<file path="config.mk">
export PLATFORM = sky130hd
export DESIGN_NAME = panorama_scroll_tile_binder_unit
export DESIGN_NICKNAME = d
export VERILOG_FILES = /design/src/rtl/pstb_pkg.sv /design/src/rtl/panorama_scroll_tile_binder_unit.sv /design/src/rtl/pstb_div.sv /design/src/rtl/pstb_datapath.sv /design/src/rtl/pstb_ctrl.sv
export SDC_FILE = /design/constraint.sdc
export NUM_CORES = 1
export LEC_CHECK = 0
export BUFFER_PORTS_ARGS = -buffer_cell sky130_fd_sc_hd__buf_2
export CORE_ASPECT_RATIO = 0.7
export CORE_MARGIN = 2
export CORE_UTILIZATION = 25
export CTS_CLUSTER_DIAMETER = 120
export DETAILED_ROUTE_END_ITERATION = 8
export GPL_TIMING_DRIVEN = 0
export PLACE_DENSITY = 0.47
export SYNTH_ARGS = -nofsm -noshare
export SYNTH_HDL_FRONTEND = slang
export SYNTH_HIERARCHICAL = 1
export SYNTH_SLANG_ARGS = --single-unit
</file>
<file path="constraint.sdc">
create_clock -name clock -period 5.2 [get_ports clock]
set_input_delay 1.04 -clock clock [delete_from_list [all_inputs] [get_ports clock]]
set_output_delay 1.04 -clock clock [all_outputs]
set_load 0.005 [all_outputs]
</file>
<file path="src/rtl/pstb_pkg.sv">
// Shared widths, codes and control types of the panorama scroll tile binder.
package pstb_pkg;

   localparam int SUB_SHIFT = 4;
   localparam int CNT_W     = 7;
   localparam int WID_W     = 10;
   localparam int SPD_W     = 12;
   localparam int PAT_W     = 10;
   localparam int PF_W      = 16;
   localparam int OFF_W     = 21;
   localparam int SPAN_W    = WID_W + SUB_SHIFT;
   localparam int PER_W     = SPAN_W + CNT_W;
   localparam int PX_W      = PER_W - SUB_SHIFT;
   localparam int DVN_W     = OFF_W + 1;
   localparam int DCNT_W    = $clog2(DVN_W + 1);
   localparam int SLOT_W    = 8;
   localparam int ORG_W     = 11;
   localparam int KIND_W    = 2;
   localparam int CSR_IDX_W = 3;
   localparam int CSR_DAT_W = 16;

   localparam logic [SLOT_W-1:0] SLOT_EMPTY = '1;

   localparam logic [CSR_IDX_W-1:0] CSR_TILE_COUNT   = 3'd0;
   localparam logic [CSR_IDX_W-1:0] CSR_TILE_WIDTH   = 3'd1;
   localparam logic [CSR_IDX_W-1:0] CSR_SCROLL_SPEED = 3'd2;
   localparam logic [CSR_IDX_W-1:0] CSR_PAUSE_AT_PX  = 3'd3;
   localparam logic [CSR_IDX_W-1:0] CSR_PAUSE_FRAMES = 3'd4;

   typedef enum logic [KIND_W-1:0] {
      KIND_TICK  = 2'd0,
      KIND_DRAW  = 2'd1,
      KIND_QUERY = 2'd2,
      KIND_NONE  = 2'd3
   } kind_type;

   typedef enum logic [2:0] {
      DSEL_WAS,
      DSEL_OFF,
      DSEL_NOW,
      DSEL_PX,
      DSEL_TILE
   } div_sel_type;

   typedef enum logic [3:0] {
      ST_IDLE,
      ST_DISPATCH,
      ST_DEC,
      ST_WAS_GO,
      ST_WAS_RUN,
      ST_OFF_GO,
      ST_OFF_RUN,
      ST_NOW_GO,
      ST_NOW_RUN,
      ST_TICK_FIN,
      ST_PX_GO,
      ST_PX_RUN,
      ST_TILE_GO,
      ST_TILE_RUN,
      ST_DRAW_FIN,
      ST_EMIT
   } state_type;

   typedef struct packed {
      logic        accept;
      logic        clear_res;
      logic        div_start;
      logic        div_cap;
      div_sel_type div_sel;
      logic        pause_dec;
      logic        tick_commit;
      logic        draw_commit;
      logic        query_commit;
      logic        load_rsp;
   } cmd_type;

   typedef struct packed {
      kind_type kind;
      logic     pause_active;
      logic     pause_en;
      logic     div_done;
      logic     out_free;
   } stat_type;

endpackage

</file>
<file path="src/rtl/panorama_scroll_tile_binder_unit.sv">
// Scroll engine for a wrapping tiled panorama: top level.
//
// Requests come in on req_ (valid/stall): kind 0 advances the scroll one tick,
// kind 1 binds the visible left/right tiles to the two slots, kind 2 returns
// the forward distance to req_target_offset. Each request gives one result on
// rsp_ (valid/stall), carrying the offset and stall flag after the step. The
// user writes registers on csr_ one per cycle, only while idle; not enforced.
//
// One request is worked at a time; req_stall is high from the cycle after a
// transfer until the result is in the output register. The shared 22-step
// restoring divider does all divisions: three for a tick with pausing enabled,
// two without, none while counting a pause down; two for a draw and none
// for a query or an unknown kind. The output register lets the result wait
// under rsp_stall; the next request can transfer in the cycle after the
// previous result has been loaded into it.
// Reset (synchronous) puts the registers at their defaults, the offset and
// pause count at zero and both slots empty; it takes effect at once.
module panorama_scroll_tile_binder_unit
   import pstb_pkg::*;
(
   input  logic                    clock,
   input  logic                    reset,
   input  logic                    req_valid,
   output logic                    req_stall,
   input  logic [KIND_W-1:0]       req_kind,
   input  logic [OFF_W-1:0]        req_target_offset,
   output logic                    rsp_valid,
   input  logic                    rsp_stall,
   output logic [OFF_W-1:0]        rsp_offset_now,
   output logic                    rsp_stalled,
   output logic [CNT_W-1:0]        rsp_first_tile,
   output logic [CNT_W-1:0]        rsp_next_tile,
   output logic signed [ORG_W-1:0] rsp_origin_x,
   output logic                    rsp_left_slot,
   output logic                    rsp_right_slot,
   output logic                    rsp_refill_slot0,
   output logic [CNT_W-1:0]        rsp_refill_tile0,
   output logic                    rsp_refill_slot1,
   output logic [CNT_W-1:0]        rsp_refill_tile1,
   output logic [OFF_W-1:0]        rsp_distance,
   input  logic                    csr_we,
   input  logic [CSR_IDX_W-1:0]    csr_index,
   input  logic [CSR_DAT_W-1:0]    csr_wdata
);

   cmd_type  cmd;
   stat_type stat;

   pstb_ctrl u_ctrl (
      .clock     (clock),
      .reset     (reset),
      .req_valid (req_valid),
      .req_stall (req_stall),
      .stat      (stat),
      .cmd       (cmd)
   );

   pstb_datapath u_dp (
      .clock             (clock),
      .reset             (reset),
      .cmd               (cmd),
      .stat              (stat),
      .csr_we            (csr_we),
      .csr_index         (csr_index),
      .csr_wdata         (csr_wdata),
      .req_kind          (req_kind),
      .req_target_offset (req_target_offset),
      .rsp_stall         (rsp_stall),
      .rsp_valid         (rsp_valid),
      .rsp_offset_now    (rsp_offset_now),
      .rsp_stalled       (rsp_stalled),
      .rsp_first_tile    (rsp_first_tile),
      .rsp_next_tile     (rsp_next_tile),
      .rsp_origin_x      (rsp_origin_x),
      .rsp_left_slot     (rsp_left_slot),
      .rsp_right_slot    (rsp_right_slot),
      .rsp_refill_slot0  (rsp_refill_slot0),
      .rsp_refill_tile0  (rsp_refill_tile0),
      .rsp_refill_slot1  (rsp_refill_slot1),
      .rsp_refill_tile1  (rsp_refill_tile1),
      .rsp_distance      (rsp_distance)
   );

endmodule

</file>
<file path="src/rtl/pstb_div.sv">
// Restoring divider, one quotient bit per cycle.
module pstb_div
   import pstb_pkg::*;
(
   input  logic             clock,
   input  logic             reset,
   input  logic             start,
   input  logic [DVN_W-1:0] dividend,
   input  logic [PER_W-1:0] divisor,
   output logic [DVN_W-1:0] quot,
   output logic [PER_W-1:0] rem,
   output logic             done
);

   logic [DVN_W-1:0]  quot_ff, quot_in;
   logic [PER_W-1:0]  rem_ff, rem_in;
   logic [DCNT_W-1:0] cnt_ff, cnt_in;
   logic              done_ff, done_in;
   logic [PER_W:0]    trial;
   logic              ge;

   assign trial = {rem_ff, quot_ff[DVN_W-1]};
   assign ge    = trial >= {1'b0, divisor};

   always_comb begin
      quot_in = quot_ff;
      rem_in  = rem_ff;
      cnt_in  = cnt_ff;
      done_in = 1'b0;
      if (start) begin
         quot_in = dividend;
         rem_in  = '0;
         cnt_in  = DCNT_W'(DVN_W);
      end else if (cnt_ff != '0) begin
         rem_in  = ge ? PER_W'(trial - {1'b0, divisor}) : PER_W'(trial);
         quot_in = {quot_ff[DVN_W-2:0], ge};
         cnt_in  = cnt_ff - 1'b1;
         done_in = (cnt_ff == DCNT_W'(1));
      end
   end

   always_ff @(posedge clock) begin
      quot_ff <= quot_in;
      rem_ff  <= rem_in;
      if (reset) begin
         cnt_ff  <= '0;
         done_ff <= 1'b0;
      end else begin
         cnt_ff  <= cnt_in;
         done_ff <= done_in;
      end
   end

   assign quot = quot_ff;
   assign rem  = rem_ff;
   assign done = done_ff;

endmodule

</file>
<file path="src/rtl/pstb_datapath.sv">
// Datapath: config registers, scroll state, slot binding and result registers.
module pstb_datapath
   import pstb_pkg::*;
(
   input  logic                    clock,
   input  logic                    reset,
   input  cmd_type                 cmd,
   output stat_type                stat,
   input  logic                    csr_we,
   input  logic [CSR_IDX_W-1:0]    csr_index,
   input  logic [CSR_DAT_W-1:0]    csr_wdata,
   input  logic [KIND_W-1:0]       req_kind,
   input  logic [OFF_W-1:0]        req_target_offset,
   input  logic                    rsp_stall,
   output logic                    rsp_valid,
   output logic [OFF_W-1:0]        rsp_offset_now,
   output logic                    rsp_stalled,
   output logic [CNT_W-1:0]        rsp_first_tile,
   output logic [CNT_W-1:0]        rsp_next_tile,
   output logic signed [ORG_W-1:0] rsp_origin_x,
   output logic                    rsp_left_slot,
   output logic                    rsp_right_slot,
   output logic                    rsp_refill_slot0,
   output logic [CNT_W-1:0]        rsp_refill_tile0,
   output logic                    rsp_refill_slot1,
   output logic [CNT_W-1:0]        rsp_refill_tile1,
   output logic [OFF_W-1:0]        rsp_distance
);

   // configuration
   logic [CNT_W-1:0] tile_count_ff;
   logic [WID_W-1:0] tile_width_ff;
   logic [SPD_W-1:0] scroll_speed_ff;
   logic [PAT_W-1:0] pause_at_ff;
   logic [PF_W-1:0]  pause_frames_ff;

   always_ff @(posedge clock) begin
      if (reset) begin
         tile_count_ff   <= CNT_W'(1);
         tile_width_ff   <= WID_W'(144);
         scroll_speed_ff <= '0;
         pause_at_ff     <= '0;
         pause_frames_ff <= '0;
      end else if (csr_we) begin
         case (csr_index)
            CSR_TILE_COUNT:   tile_count_ff   <= csr_wdata[CNT_W-1:0];
            CSR_TILE_WIDTH:   tile_width_ff   <= csr_wdata[WID_W-1:0];
            CSR_SCROLL_SPEED: scroll_speed_ff <= csr_wdata[SPD_W-1:0];
            CSR_PAUSE_AT_PX:  pause_at_ff     <= csr_wdata[PAT_W-1:0];
            CSR_PAUSE_FRAMES: pause_frames_ff <= csr_wdata[PF_W-1:0];
            default: ;
         endcase
      end
   end

   logic [CNT_W-1:0]  eff_n;
   logic [WID_W-1:0]  eff_w;
   logic [SPAN_W-1:0] span, pat;
   logic [PER_W-1:0]  period_ff;

   assign eff_n = (tile_count_ff == '0) ? CNT_W'(1) : tile_count_ff;
   assign eff_w = (tile_width_ff == '0) ? WID_W'(1) : tile_width_ff;
   assign span  = SPAN_W'(eff_w) << SUB_SHIFT;
   assign pat   = SPAN_W'(pause_at_ff) << SUB_SHIFT;

   // period follows config through a register; never read in the accept cycle
   always_ff @(posedge clock) begin
      period_ff <= PER_W'(span) * PER_W'(eff_n);
   end

   // request capture and scroll state
   kind_type         kind_ff;
   logic [OFF_W-1:0] target_ff;
   logic [OFF_W-1:0] offset_ff, offset_in;
   logic [PF_W-1:0]  pause_left_ff, pause_left_in;

   logic [SPAN_W-1:0] was_ff, now_ff;
   logic [PER_W-1:0]  off_ff;
   logic [PX_W-1:0]   px_ff;
   logic [CNT_W-1:0]  left_ff;
   logic [WID_W-1:0]  inpx_ff;

   // divider and its operands
   logic [DVN_W-1:0] dvn, quot;
   logic [PER_W-1:0] dvs, rem;
   logic             div_done;

   always_comb begin
      case (cmd.div_sel)
         DSEL_OFF: begin
            dvn = DVN_W'(offset_ff) + DVN_W'(scroll_speed_ff);
            dvs = period_ff;
         end
         DSEL_NOW: begin
            dvn = DVN_W'(off_ff);
            dvs = PER_W'(span);
         end
         DSEL_PX: begin
            dvn = DVN_W'(offset_ff >> SUB_SHIFT);
            dvs = period_ff >> SUB_SHIFT;
         end
         DSEL_TILE: begin
            dvn = DVN_W'(px_ff);
            dvs = PER_W'(eff_w);
         end
         default: begin
            dvn = DVN_W'(offset_ff);
            dvs = PER_W'(span);
         end
      endcase
   end

   pstb_div u_div (
      .clock    (clock),
      .reset    (reset),
      .start    (cmd.div_start),
      .dividend (dvn),
      .divisor  (dvs),
      .quot     (quot),
      .rem      (rem),
      .done     (div_done)
   );

   always_ff @(posedge clock) begin
      if (cmd.div_cap) begin
         case (cmd.div_sel)
            DSEL_WAS: was_ff <= SPAN_W'(rem);
            DSEL_OFF: off_ff <= rem;
            DSEL_NOW: now_ff <= SPAN_W'(rem);
            DSEL_PX:  px_ff  <= PX_W'(rem);
            DSEL_TILE: begin
               left_ff <= CNT_W'(quot);
               inpx_ff <= WID_W'(rem);
            end
            default: ;
         endcase
      end
   end

   logic snap;
   assign snap = (pause_frames_ff != '0) && (was_ff < pat) && (now_ff >= pat);

   always_comb begin
      offset_in     = offset_ff;
      pause_left_in = pause_left_ff;
      if (cmd.pause_dec) begin
         pause_left_in = pause_left_ff - 1'b1;
      end else if (cmd.tick_commit) begin
         if (snap) begin
            offset_in     = OFF_W'(off_ff - PER_W'(now_ff - pat));
            pause_left_in = pause_frames_ff;
         end else begin
            offset_in = OFF_W'(off_ff);
         end
      end
   end

   always_ff @(posedge clock) begin
      if (cmd.accept) begin
         kind_ff   <= kind_type'(req_kind);
         target_ff <= req_target_offset;
      end
      if (reset) begin
         offset_ff     <= '0;
         pause_left_ff <= '0;
      end else begin
         offset_ff     <= offset_in;
         pause_left_ff <= pause_left_in;
      end
   end

   // slot binding
   logic [SLOT_W-1:0] holds_ff [2];
   logic [SLOT_W-1:0] holds_in [2];
   logic [CNT_W-1:0]  right_c;
   logic [SLOT_W-1:0] lx, rx;
   logic              b_ls, b_rs, b_r0, b_r1;
   logic [CNT_W-1:0]  b_t0, b_t1;

   assign right_c = ((CNT_W + 1)'(left_ff) + 1'b1 == (CNT_W + 1)'(eff_n)) ?
                    '0 : CNT_W'(left_ff + 1'b1);
   assign lx = SLOT_W'(left_ff);
   assign rx = SLOT_W'(right_c);

   always_comb begin
      logic tk0, tk1, bd0, bd1;
      tk0 = 1'b0;
      tk1 = 1'b0;
      bd0 = 1'b0;
      bd1 = 1'b0;
      b_ls = 1'b0;
      b_rs = 1'b0;
      b_r0 = 1'b0;
      b_r1 = 1'b0;
      b_t0 = '0;
      b_t1 = '0;
      holds_in[0] = holds_ff[0];
      holds_in[1] = holds_ff[1];
      if (left_ff == right_c) begin
         if (holds_ff[0] == lx) begin
            b_ls = 1'b0;
            b_rs = 1'b0;
         end else if (holds_ff[1] == lx) begin
            b_ls = 1'b1;
            b_rs = 1'b1;
         end else begin
            holds_in[0] = lx;
            b_r0 = 1'b1;
            b_t0 = left_ff;
         end
      end else begin
         // reuse held tiles first
         if (holds_ff[0] == lx) begin
            tk0 = 1'b1;
            bd0 = 1'b1;
            b_ls = 1'b0;
         end else if (holds_ff[1] == lx) begin
            tk1 = 1'b1;
            bd0 = 1'b1;
            b_ls = 1'b1;
         end
         if (!tk0 && holds_ff[0] == rx) begin
            tk0 = 1'b1;
            bd1 = 1'b1;
            b_rs = 1'b0;
         end else if (!tk1 && holds_ff[1] == rx) begin
            tk1 = 1'b1;
            bd1 = 1'b1;
            b_rs = 1'b1;
         end
         // refill the first free slot for each tile still unbound
         if (!bd0) begin
            if (tk0) begin
               tk1 = 1'b1;
               b_ls = 1'b1;
               holds_in[1] = lx;
               b_r1 = 1'b1;
               b_t1 = left_ff;
            end else begin
               tk0 = 1'b1;
               b_ls = 1'b0;
               holds_in[0] = lx;
               b_r0 = 1'b1;
               b_t0 = left_ff;
            end
         end
         if (!bd1) begin
            if (tk0) begin
               b_rs = 1'b1;
               holds_in[1] = rx;
               b_r1 = 1'b1;
               b_t1 = right_c;
            end else begin
               b_rs = 1'b0;
               holds_in[0] = rx;
               b_r0 = 1'b1;
               b_t0 = right_c;
            end
         end
      end
   end

   always_ff @(posedge clock) begin
      if (reset) begin
         holds_ff[0] <= SLOT_EMPTY;
         holds_ff[1] <= SLOT_EMPTY;
      end else if (cmd.draw_commit) begin
         holds_ff[0] <= holds_in[0];
         holds_ff[1] <= holds_in[1];
      end
   end

   // distance query
   logic [OFF_W:0] diff, fwd_dist;
   assign diff     = {1'b0, target_ff} - {1'b0, offset_ff};
   assign fwd_dist = diff[OFF_W] ? diff + (OFF_W + 1)'(period_ff) : diff;

   // pending result
   logic [CNT_W-1:0]        res_left, res_right, res_t0, res_t1;
   logic signed [ORG_W-1:0] res_org;
   logic                    res_ls, res_rs, res_r0, res_r1;
   logic [OFF_W-1:0]        res_dist;

   always_ff @(posedge clock) begin
      if (cmd.clear_res) begin
         res_left  <= '0;
         res_right <= '0;
         res_org   <= '0;
         res_ls    <= 1'b0;
         res_rs    <= 1'b0;
         res_r0    <= 1'b0;
         res_t0    <= '0;
         res_r1    <= 1'b0;
         res_t1    <= '0;
         res_dist  <= cmd.query_commit ? fwd_dist[OFF_W-1:0] : '0;
      end else if (cmd.draw_commit) begin
         res_left  <= left_ff;
         res_right <= right_c;
         res_org   <= ORG_W'(-{1'b0, inpx_ff});
         res_ls    <= b_ls;
         res_rs    <= b_rs;
         res_r0    <= b_r0;
         res_t0    <= b_t0;
         res_r1    <= b_r1;
         res_t1    <= b_t1;
      end
   end

   // output register
   logic rsp_valid_ff;

   always_ff @(posedge clock) begin
      if (reset) begin
         rsp_valid_ff <= 1'b0;
      end else if (cmd.load_rsp) begin
         rsp_valid_ff <= 1'b1;
      end else if (!rsp_stall) begin
         rsp_valid_ff <= 1'b0;
      end
   end

   always_ff @(posedge clock) begin
      if (cmd.load_rsp) begin
         rsp_offset_now   <= offset_ff;
         rsp_stalled      <= (pause_left_ff != '0);
         rsp_first_tile   <= res_left;
         rsp_next_tile    <= res_right;
         rsp_origin_x     <= res_org;
         rsp_left_slot    <= res_ls;
         rsp_right_slot   <= res_rs;
         rsp_refill_slot0 <= res_r0;
         rsp_refill_tile0 <= res_t0;
         rsp_refill_slot1 <= res_r1;
         rsp_refill_tile1 <= res_t1;
         rsp_distance     <= res_dist;
      end
   end

   assign rsp_valid = rsp_valid_ff;

   assign stat.kind         = kind_ff;
   assign stat.pause_active = (pause_left_ff != '0);
   assign stat.pause_en     = (pause_frames_ff != '0);
   assign stat.div_done     = div_done;
   assign stat.out_free     = !rsp_valid_ff || !rsp_stall;

endmodule

</file>
<file path="src/rtl/pstb_ctrl.sv">
// Sequencing state machine: steps one request through the datapath.
module pstb_ctrl
   import pstb_pkg::*;
(
   input  logic     clock,
   input  logic     reset,
   input  logic     req_valid,
   output logic     req_stall,
   input  stat_type stat,
   output cmd_type  cmd
);

   state_type state_ff, state_in;

   always_ff @(posedge clock) begin
      if (reset) begin
         state_ff <= ST_IDLE;
      end else begin
         state_ff <= state_in;
      end
   end

   always_comb begin
      state_in = state_ff;
      case (state_ff)
         ST_IDLE:     if (req_valid) state_in = ST_DISPATCH;
         ST_DISPATCH: begin
            case (stat.kind)
               KIND_TICK:  state_in = stat.pause_active ? ST_DEC : ST_WAS_GO;
               KIND_DRAW:  state_in = ST_PX_GO;
               default:    state_in = ST_EMIT;
            endcase
         end
         ST_DEC:      state_in = ST_EMIT;
         ST_WAS_GO:   state_in = ST_WAS_RUN;
         ST_WAS_RUN:  if (stat.div_done) state_in = ST_OFF_GO;
         ST_OFF_GO:   state_in = ST_OFF_RUN;
         ST_OFF_RUN: begin
            if (stat.div_done) state_in = stat.pause_en ? ST_NOW_GO : ST_TICK_FIN;
         end
         ST_NOW_GO:   state_in = ST_NOW_RUN;
         ST_NOW_RUN:  if (stat.div_done) state_in = ST_TICK_FIN;
         ST_TICK_FIN: state_in = ST_EMIT;
         ST_PX_GO:    state_in = ST_PX_RUN;
         ST_PX_RUN:   if (stat.div_done) state_in = ST_TILE_GO;
         ST_TILE_GO:  state_in = ST_TILE_RUN;
         ST_TILE_RUN: if (stat.div_done) state_in = ST_DRAW_FIN;
         ST_DRAW_FIN: state_in = ST_EMIT;
         ST_EMIT:     if (stat.out_free) state_in = ST_IDLE;
         default:     state_in = ST_IDLE;
      endcase
   end

   always_comb begin
      cmd = '0;
      cmd.div_sel = DSEL_WAS;
      case (state_ff)
         ST_IDLE:     cmd.accept = req_valid;
         ST_DISPATCH: begin
            // a query result is formed while the others are cleared
            cmd.clear_res    = 1'b1;
            cmd.query_commit = (stat.kind == KIND_QUERY);
         end
         ST_DEC:      cmd.pause_dec = 1'b1;
         ST_WAS_GO:   cmd.div_start = 1'b1;
         ST_WAS_RUN:  cmd.div_cap = stat.div_done;
         ST_OFF_GO: begin
            cmd.div_sel   = DSEL_OFF;
            cmd.div_start = 1'b1;
         end
         ST_OFF_RUN: begin
            cmd.div_sel = DSEL_OFF;
            cmd.div_cap = stat.div_done;
         end
         ST_NOW_GO: begin
            cmd.div_sel   = DSEL_NOW;
            cmd.div_start = 1'b1;
         end
         ST_NOW_RUN: begin
            cmd.div_sel = DSEL_NOW;
            cmd.div_cap = stat.div_done;
         end
         ST_TICK_FIN: cmd.tick_commit = 1'b1;
         ST_PX_GO: begin
            cmd.div_sel   = DSEL_PX;
            cmd.div_start = 1'b1;
         end
         ST_PX_RUN: begin
            cmd.div_sel = DSEL_PX;
            cmd.div_cap = stat.div_done;
         end
         ST_TILE_GO: begin
            cmd.div_sel   = DSEL_TILE;
            cmd.div_start = 1'b1;
         end
         ST_TILE_RUN: begin
            cmd.div_sel = DSEL_TILE;
            cmd.div_cap = stat.div_done;
         end
         ST_DRAW_FIN: cmd.draw_commit = 1'b1;
         ST_EMIT:     cmd.load_rsp = stat.out_free;
         default: ;
      endcase
   end

   assign req_stall = (state_ff != ST_IDLE);

endmodule

</file>
After elaboration in Yosys (flattened, before gate mapping):

Memory sizes are Yosys's and may differ from the RTL's.
Cells that the tools add are included.
Widths: inputs -> output; s select.

* magnitude comparators: 3
* bitwise logic cells: 4
* div/mod/pow operators: 0
* add/subtract/negate cells: 11
* shifts and indexed selects: 0
* muxes and demuxes: 99
* multiply operators: 1
* reduce and logical (&&, ||, !) cells: 44
* eq/ne operators: 40

Operator list (number)
* $mux 7: 14
* $pmux 22 s4: 1
* $mux 16: 5
* $mux 8: 10
* $mux 21: 3
* $pmux 21 s3: 1
* $pmux 4 s14: 1
* $mux 1: 49
* $mux 22: 2
* $sub 21x21->21: 2
* $eq 8x7->1: 5
* $eq 4x4->1 const B: 8
* $mux 4: 8
* $reduce_bool 16->1: 2
* $reduce_and 2->1: 12
* $add 21x12->22: 1
* $ge 22x21->1: 1
* $sub 21x21->22: 1
* $add 21x21->21: 1
* $mul 10x7->17: 1
* $eq 4x3->1 const B: 4
* $sub 16x1->16 const B: 1
* $sub 14x14->15: 1
* $ge 14x14->1: 1
* other kinds (37): 67

* memories: 1
* output and inout bits: 88
* flip-flop bits (word level): 419
* input port bits: 47
* RAM bits: 16
* ROM bits: 0
* logic and storage cells: 248
* bits in latches: 0

Memory list
* u_dp.holds_ff: words 2, bits a word 8, read ports 2, clocked after memory_dff 0, write ports 2, line pstb_datapath.sv:173 `logic [SLOT_W-1:0] holds_ff [2];`

Depth between registers and ports, before layout:

Gate-level depths: netlist of run 1.

* word-level depth: 16
* depth in mapped cells: 24
* gate-level depth less buffers: 21

By module:

Netlist of run 1, hierarchy kept.

Modules (own cells, without submodules)
* pstb_datapath: area each 21690.8 sq um, cells an instance 2179, times used 1, seq. area each 9819.4 sq um
* pstb_div: area each 3316.9 sq um, cells an instance 370, times used 1, seq. area each 1201.2 sq um
* pstb_ctrl: area each 513.0 sq um, cells an instance 73, times used 1, seq. area each 80.1 sq um

Worst setup path before layout of run 1:

Ideal clock, no wire load.

* path type: input-to-reg
* from: input rsp_stall
* to: register u_dp.rsp_distance[0] (enable)
* arrival time: 4.863 ns
* stages: 3
* required time: 4.668 ns
* path buffers: 0
* library setup time: 0.532 ns
* slack: -0.195 ns
* cells stage by stage: nand2_1 -> nand3_1 -> nor2_1

RTL lines
* start: declaration: line panorama_scroll_tile_binder_unit.sv:28 `input logic rsp_stall,`
* end signal: assignment: line pstb_datapath.sv:335 `rsp_distance <= res_dist;`
* end: declaration: line pstb_datapath.sv:27 `output logic [OFF_W-1:0] rsp_distance`

==> results by group, run 1 <==
Synth
  • Cell Area, Synth: 25,500 um2
  • Synth area leader: edfxtp_1
  • Ys flop type: edfxtp_1
  • Post-synth EDFFs: 247
  • Syn nets: 2,864
  • Mean Syn Cell Area: 9.73 um2
  • Asr flop ratio synth: 0%
  • Post-synthesis register bit count: 431
  • Cells after Synth: 2,622
  • Synth area leaders: edfxtp_1 (29%), dfxtp_1 (14%), ha_1 (7.4%)
  • Yosys top cell area share: 29.1%
  • Distinct cells, synth: 103
  • Seq/Total Area, Yosys: 43.5%
  • YS warnings: 6

Setup path
  • Critical setup path kind: flip-flop to flip-flop
  • Setup slack, reg-to-reg: 170 ps
  • Reg2reg start: u_ctrl/state_ff[0]
  • CP Launch Type: flip-flop
  • CP Launch Point: u_ctrl/state_ff[0]
  • Reg2reg path depth: 20
  • WP data arrival: 5390 ps
  • R2R Path End: u_dp/u_div/quot[0]
  • Crit Path Max Fanout: 10
  • Worst EP required: 5560 ps
  • CP Capture Type: flip-flop

Clock network
  • H-tree levels: 2
  • Clock transition at path regs: 60 ps
  • Worst skew pair latency: 610 ps
  • CTS tree: built
  • Root Buffer: clkbuf_16
  • Clk sinks: 431
  • Clk buf depth: 3
  • CTS Buf Count: 49

STA
  • Final Max Tran Viols: 0
  • Hold_ws: 417 ps
  • Hold Vio Cnt, Final: 0
  • Worst Slack Setup Final: 166 ps
  • Fmax: 0.199 GHz
  • Worst Max-Slew Pin Slew: 1290 ps
  • Slew HR: 13.2%
  • Clk_skew: 12.4 ps
  • Period utilisation layout: 96.8%
  • Final min period: 5030 ps
  • Final Setup Violations: 0

Placement
  • Port bufs: 133
  • Post-DP HPWL: 68,400 um
  • Global placement routability congestion: 0.933
  • Pre-CTS setup slack: -1570 ps

Job
  • Max_cap viols: 0

Detailed routing
  • Pre-antenna DRT Iters: 7
  • 1st-iter DRT viols: 2,017
  • DRC Markers: 0
  • Vias per inst: 4.92
  • Post-DRT Antenna Nets: 0
  • Wire length per cell: 20.9 um
  • Via count: 20,700
  • Routed wire length: 88,000 um

Floorplan
  • Die Area: 105,000 um2
  • Die height: 271 um
  • Core Region: 102,000 um2
  • Die X-Extent: 386 um
  • IO Count: 135
  • Core Rows: 98
  • Initial Util: 25.1%

Global routing
  • Largest net degree at the start of global routing: 34
  • Vias in the first global route: 18,900
  • Overall Global Routing Usage: 16.4%
  • Initial antenna violation count: 9
  • First-pass GRT wire length: 129,000 um
  • Remaining Overflow, GRT: 0

Run status
  • Outcome: completed

Finish
  • Area grow syn2layout: 17.4%
  • Commonest non-fill, non-tap cells in the layout: nand2_1 (256), edfxtp_1 (247), nor2_1 (226)
  • Final #Nets: 3,057
  • Share of layout cells above drive strength 1: 13.2%
  • Most common cell after layout, fill and taps aside: nand2_1

Pwr
  • Tot Pwr: 14.0 mW
  • Pwr/cell area: 467 nW/um2
  • VDD IR max: 0.000312 V
  • Leakage: 11.0 nW

Hold path
  • HP Class: flip-flop to flip-flop
  • Hold Crit Depth: 0
  • Worst Hold Path EP: u_dp/rsp_distance[13]
  • Min-delay src: u_dp/res_dist[13]
critical path, stage by stage, from the launching register on:
cell	delay [ps]
dfxtp_1	300
buf_4	160
clkbuf_2	200
nand2b_1	220
o22ai_2	280
buf_4	230
nor2b_1	140
buf_2	240
buf_4	220
nand3_1	110
o21ai_2	120
ha_1	210
inv_1	60
fa_1	440
a211o_1	380
a221oi_4	310
or3_4	200
a311oi_4	120
or3_1	360
buf_4	200
mux2_2	280
logic make-up (layout without fill, tap and decap cells):
logic type | after synthesis | count (layout) | share of synthesized area [%]
and+or+nand+nor | 855 | 855 | 16.3
AOI/OAI and AO/OA | 643 | 643 | 16.9
buffers and inverters | 283 | 517 | 4.45
other | 0 | 7 | 0
muxes | 91 | 91 | 3.73
xor gates and xnor gates | 124 | 124 | 4.31
adders and majority gates | 195 | 195 | 10.9
DFF | 431 | 431 | 43.5
through the flow:
step	utilization [%]	instances	area, um2	setup TNS, ps
3_5_place_dp	27.6	4114	28000	-34960
3_3_place_gp	27.4	4105	27900	-86840
6_report	29.5	4213	30000	0
5_1_grt	29.5	4211	30000	-4.65
4_1_cts	29.4	4206	29900	0
2_1_floorplan	-	2622	25500	0
final cells by class:
| type | count | area (um2) |
|---|---|---|
| clock buffer | 60 | 1330 |
| timing repair buffer | 145 | 827 |
| buffer | 124 | 592 |
| tap | 1350 | 1690 |
| antenna | 7 | 17.5 |
| multi-input combinational | 1908 | 13500 |
| fill | 10700 | 71700 |
| inverter | 156 | 586 |
| clock inverter | 32 | 340 |
| sequential | 431 | 11100 |
repair_timing:
item / CTS / global route
resized for setup: 41 / 49
endpoints found under the setup margin: 30 / 26
buffers inserted: 1 / 2
pin swaps: 3 / 14
hold buffers: 0 / 0
sequential cells by signal, summed over array words and instances (netlist names), 10 cells and up:
signal	cells
u_dp/holds_ff	16
u_dp/inpx_ff	10
u_dp/now_ff	14
u_dp/off_ff	21
u_dp/offset_ff	21
u_dp/pause_at_ff	10
u_dp/pause_frames_ff	16
u_dp/pause_left_ff	16
u_dp/period_ff	17
u_dp/px_ff	17
u_dp/res_dist	21
u_dp/res_org	11
u_dp/rsp_distance	21
u_dp/rsp_offset_now	21
u_dp/rsp_origin_x	11
u_dp/scroll_speed_ff	12
u_dp/target_ff	21
u_dp/tile_width_ff	10
u_dp/u_div/quot	22
u_dp/u_div/rem	21
u_dp/was_ff	10
synthesized netlist by cell type (12+ instances only):
cell type and number:
clkbuf_1 94, o211ai_1 14, buf_1 12, and2_1 67, and3_1 21, inv_1 154
o22ai_1 13, a211oi_1 33, a21o_1 35, nor4_1 14, nand3_1 44, nor2b_1 32
nor3b_1 12, mux2i_1 58, xnor2_1 71, nand2b_1 28, nand4_1 15, dfxtp_1 184
o21a_1 27, xor2_1 52, nor3_1 60, o31ai_1 14, nor2_1 227, a211o_1 13
ha_1 150, a222oi_1 12, nand2_1 256, fa_1 45, or3_1 26, mux2_2 33
o21ai_0 112, o21bai_1 15, edfxtp_1 247, a31oi_1 37, a21oi_1 194
how the worst max path moves through the flow:
stage                          to  cells after the start
2_1_floorplan  u_dp/period_ff[20]                     20
3_3_place_gp   u_dp/u_div/rem[10]                     21
3_5_place_dp    u_dp/u_div/rem[8]                     21
4_1_cts        u_dp/period_ff[20]                     20
5_1_grt        u_dp/u_div/rem[10]                     21
6_report       u_dp/u_div/quot[0]                     20
per-layer routing:
metal	wire (um)	track usage, %	vias up
li1	-	-	9878
met3	6290	2.99	88
met2	33800	21.7	700
met5	0	0	-
met4	1780	3.62	0
met1	46200	26.5	10000
power breakdown:
group          internal [mW]  switching, mW
sequential              4.31          0.572
combinational           2.09           3.40
clock                   2.09           1.53
Power figures use the tool's default switching activity.
==> inputs of run 2 (changes only) <==
--- a/config.mk
+++ b/config.mk
@@ -8,11 +8,11 @@
 export BUFFER_PORTS_ARGS = -buffer_cell sky130_fd_sc_hd__buf_2
 export CORE_ASPECT_RATIO = 0.7
 export CORE_MARGIN = 2
-export CORE_UTILIZATION = 25
+export CORE_UTILIZATION = 40
 export CTS_CLUSTER_DIAMETER = 120
 export DETAILED_ROUTE_END_ITERATION = 8
 export GPL_TIMING_DRIVEN = 0
-export PLACE_DENSITY = 0.47
+export PLACE_DENSITY_LB_ADDON = 0.05
 export SYNTH_ARGS = -nofsm -noshare
 export SYNTH_HDL_FRONTEND = slang
 export SYNTH_HIERARCHICAL = 1
==> run 2 against run 1 <==
Register-to-register slack got worse by 50 ps. Maximum frequency fell by 0.98%. Final area fell by 2.5%. Clock power fell by 6.6%. Largest power group unchanged. Highest routed layer unchanged. Sequential power barely moved.
==> results by group, run 2 (same netlist as run 1, synthesis figures left out) <==
Setup path
  • Crit Path Max Fanout: 10 (unchanged)
  • WP data arrival: 5420 ps (+30 ps)
  • CP Capture Type: flip-flop
  • CP Launch Type: flip-flop
  • Critical setup path kind: flip-flop to flip-flop
  • Setup slack, reg-to-reg: 120 ps (-50 ps)
  • Reg2reg start: u_ctrl/state_ff[2]
  • Reg2reg path depth: 19 (-5.0%)
  • CP Launch Point: u_ctrl/state_ff[2]
  • Worst EP required: 5530 ps (-30 ps)

Finish
  • Most common cell after layout, fill and taps aside: nand2_1
  • Final #Nets: 3,053 (-0.13%)
  • Area grow syn2layout: 14.5%
  • N_diodes: 0 (-7)
  • Commonest non-fill, non-tap cells in the layout: nand2_1 (256), edfxtp_1 (247), nor2_1 (224)
  • Share of layout cells above drive strength 1: 13.3% (+0.072 points)
  • Largest register FFs: 22 (unchanged)

Global routing
  • First-pass GRT wire length: 126,000 um (-2.3%)
  • Overall Global Routing Usage: 25.4% (+9.0 points)
  • Remaining Overflow, GRT: 0 (unchanged)
  • Initial antenna violation count: 5 (-4)
  • Largest net degree at the start of global routing: 37 (+8.8%)
  • Vias in the first global route: 19,700 (+4.1%)

Pwr
  • VDD IR max: 0.000270 V (-13%)
  • Logic pwr share: 40.5% (+1.3 points)
  • Power Internal: 8.37 mW (-1.3%)
  • Leakage: 10.9 nW (-0.60%)
  • Pwr/cell area: 474 nW/um2 (+1.6%)
  • Switching Fraction: 39.6% (+0.24 points)
  • Clk pwr share: 24.4% (-1.5 points)
  • Tot Pwr: 13.9 mW (-0.94%)
  • Register share of total power: 35.1% (+0.2 points)
  • P_sw: 5.48 mW (-0.34%)

Floorplan
  • Initial Util: 40.4% (+15 points)
  • Die height: 215 um (-21%)
  • Die X-Extent: 306 um (-21%)
  • Core Region: 63,100 um2 (-38%)
  • Die Area: 65,900 um2 (-37%)
  • Core Rows: 77 (-21%)
  • IO Count: 135 (unchanged)

STA
  • Final Max Tran Viols: 0 (unchanged)
  • Worst Slack Setup Final: 116 ps (-50.1 ps)
  • Period utilisation layout: 97.8% (+0.96 points)
  • Slew HR: 19.6% (+6.3 points)
  • Hold_ws: 419 ps (+1.28 ps)
  • Final min period: 5080 ps (+50.1 ps)
  • Final Setup Violations: 0 (unchanged)
  • Worst Max-Slew Pin Slew: 1210 ps (-81.5 ps)
  • Hold Vio Cnt, Final: 0 (unchanged)
  • Clk_skew: 19.4 ps (+6.99 ps)
  • Setup tns final: 0 ps (unchanged)
  • Fmax: 0.197 GHz (-0.98%)

Clock network
  • CTS tree: built
  • Clock transition at path regs: 60 ps (about the same)
  • H-tree levels: 2 (unchanged)
  • Worst skew pair latency: 600 ps (about the same)
  • CTS Buf Count: 46 (-6.1%)
  • Clk buf depth: 3 (unchanged)
  • Clk sinks: 431 (unchanged)
  • Root Buffer: clkbuf_16

Hold path
  • HP Class: flip-flop to flip-flop
  • Min-delay src: u_dp/res_dist[5]
  • Hold Crit Depth: 0 (unchanged)

Placement
  • Port bufs: 133 (unchanged)
  • Global placement routability congestion: 0.915 (-1.9%)
  • Post-DP HPWL: 65,800 um (-3.8%)
  • Pre-CTS setup slack: -1870 ps (-299 ps)

Detailed routing
  • Via count: 21,100 (+2.0%)
  • DRC Markers: 0 (unchanged)
  • Pre-antenna DRT Iters: 6 (-1)
  • Vias per inst: 5.75 (+17%)
  • 1st-iter DRT viols: 2,127 (+5.5%)
  • Post-DRT Antenna Nets: 0 (unchanged)
  • Wire length per cell: 23.3 um (+11%)
  • Routed wire length: 85,600 um (-2.8%)

Job
  • Max_cap viols: 0 (unchanged)

Run status
  • Outcome: completed
==> run 2: cell types whose count changed in the layout (fill, tap and decap cells not counted), moves of 3 or more <==
| cell | previous run | this run |
|---|---|---|
| clkbuf_1 | 77 | 85 |
| diode_2 | 7 | 0 |
| inv_6 | 4 | 0 |
| a21oi_1 | 192 | 189 |
| a21oi_2 | 3 | 6 |
| clkbuf_2 | 17 | 14 |
| clkinv_1 | 7 | 4 |
| clkinvlp_4 | 4 | 1 |
| ha_1 | 149 | 146 |
==> run 2: power by group through the flow <==
stage / clock (mW) / sequential [mW] / combinational, mW
after CTS: 3.47 / 4.86 / 5.40
final: 3.38 / 4.86 / 5.62
after global routing: 3.59 / 4.90 / 6.15
after floorplan: 0 / 4.60 / 3.92
after detailed placement: 0 / 4.92 / 5.31
after global placement: 0 / 4.94 / 5.22
==> run 2: final timing paths <==
kind	endpoint
max	u_dp/u_div/quot[0]
min	u_dp/rsp_distance[5]
max reg2reg	u_dp/u_div/quot[0]
min reg2reg	u_dp/rsp_distance[5]
==> run 2: cell type report <==
type	instances	area [um2]
Buffer	124	602
Clock buffer	66	1310
Clock inverter	19	199
Fill cell	6026	33900
Inverter	156	586
Multi-Input combinational cell	1908	13600
Sequential cell	431	11100
Tap cell	829	1040
Timing Repair Buffer	144	800
==> run 2: per-stage QoR <==
step / utilization [%] / std cells / cell area, um2
2_1_floorplan: - / 2622 / 25500
3_3_place_gp: 43.1 / 3584 / 27200
3_5_place_dp: 43.4 / 3592 / 27400
4_1_cts: 46.1 / 3678 / 29100
5_1_grt: 46.3 / 3677 / 29200
6_report: 46.3 / 3677 / 29200
==> run 2: worst max-delay path, stage by stage (launching register included) <==
cell and delay (ps):
dfxtp_1 320, buf_6 140, buf_2 270, nor2_1 100, a21oi_1 260, o22ai_4 150, nor2_2 240, buf_4 250
nand2_1 180, o21ai_2 290, ha_1 230, inv_1 60, fa_1 420, a211o_1 370, a221oi_4 330, or3_4 210
a311oi_4 120, or3_1 360, buf_4 180, mux2_2 310
==> run 2: repair_timing <==
item	4_1_cts	5_1_grt
endpoints found under the setup margin	29	26
gates resized for setup	51	57
setup buffers	3	1
pin swaps	8	18
hold buffers	0	0
==> run 2: per-layer routing <==
metal | routed length, um | GRT usage [%] | vias to the layer above
met5 | 0 | 0 | -
met4 | 2230 | 7.14 | 0
met3 | 6420 | 3.84 | 147
met2 | 34800 | 36.2 | 838
met1 | 42100 | 39.3 | 10300
li1 | - | - | 9858
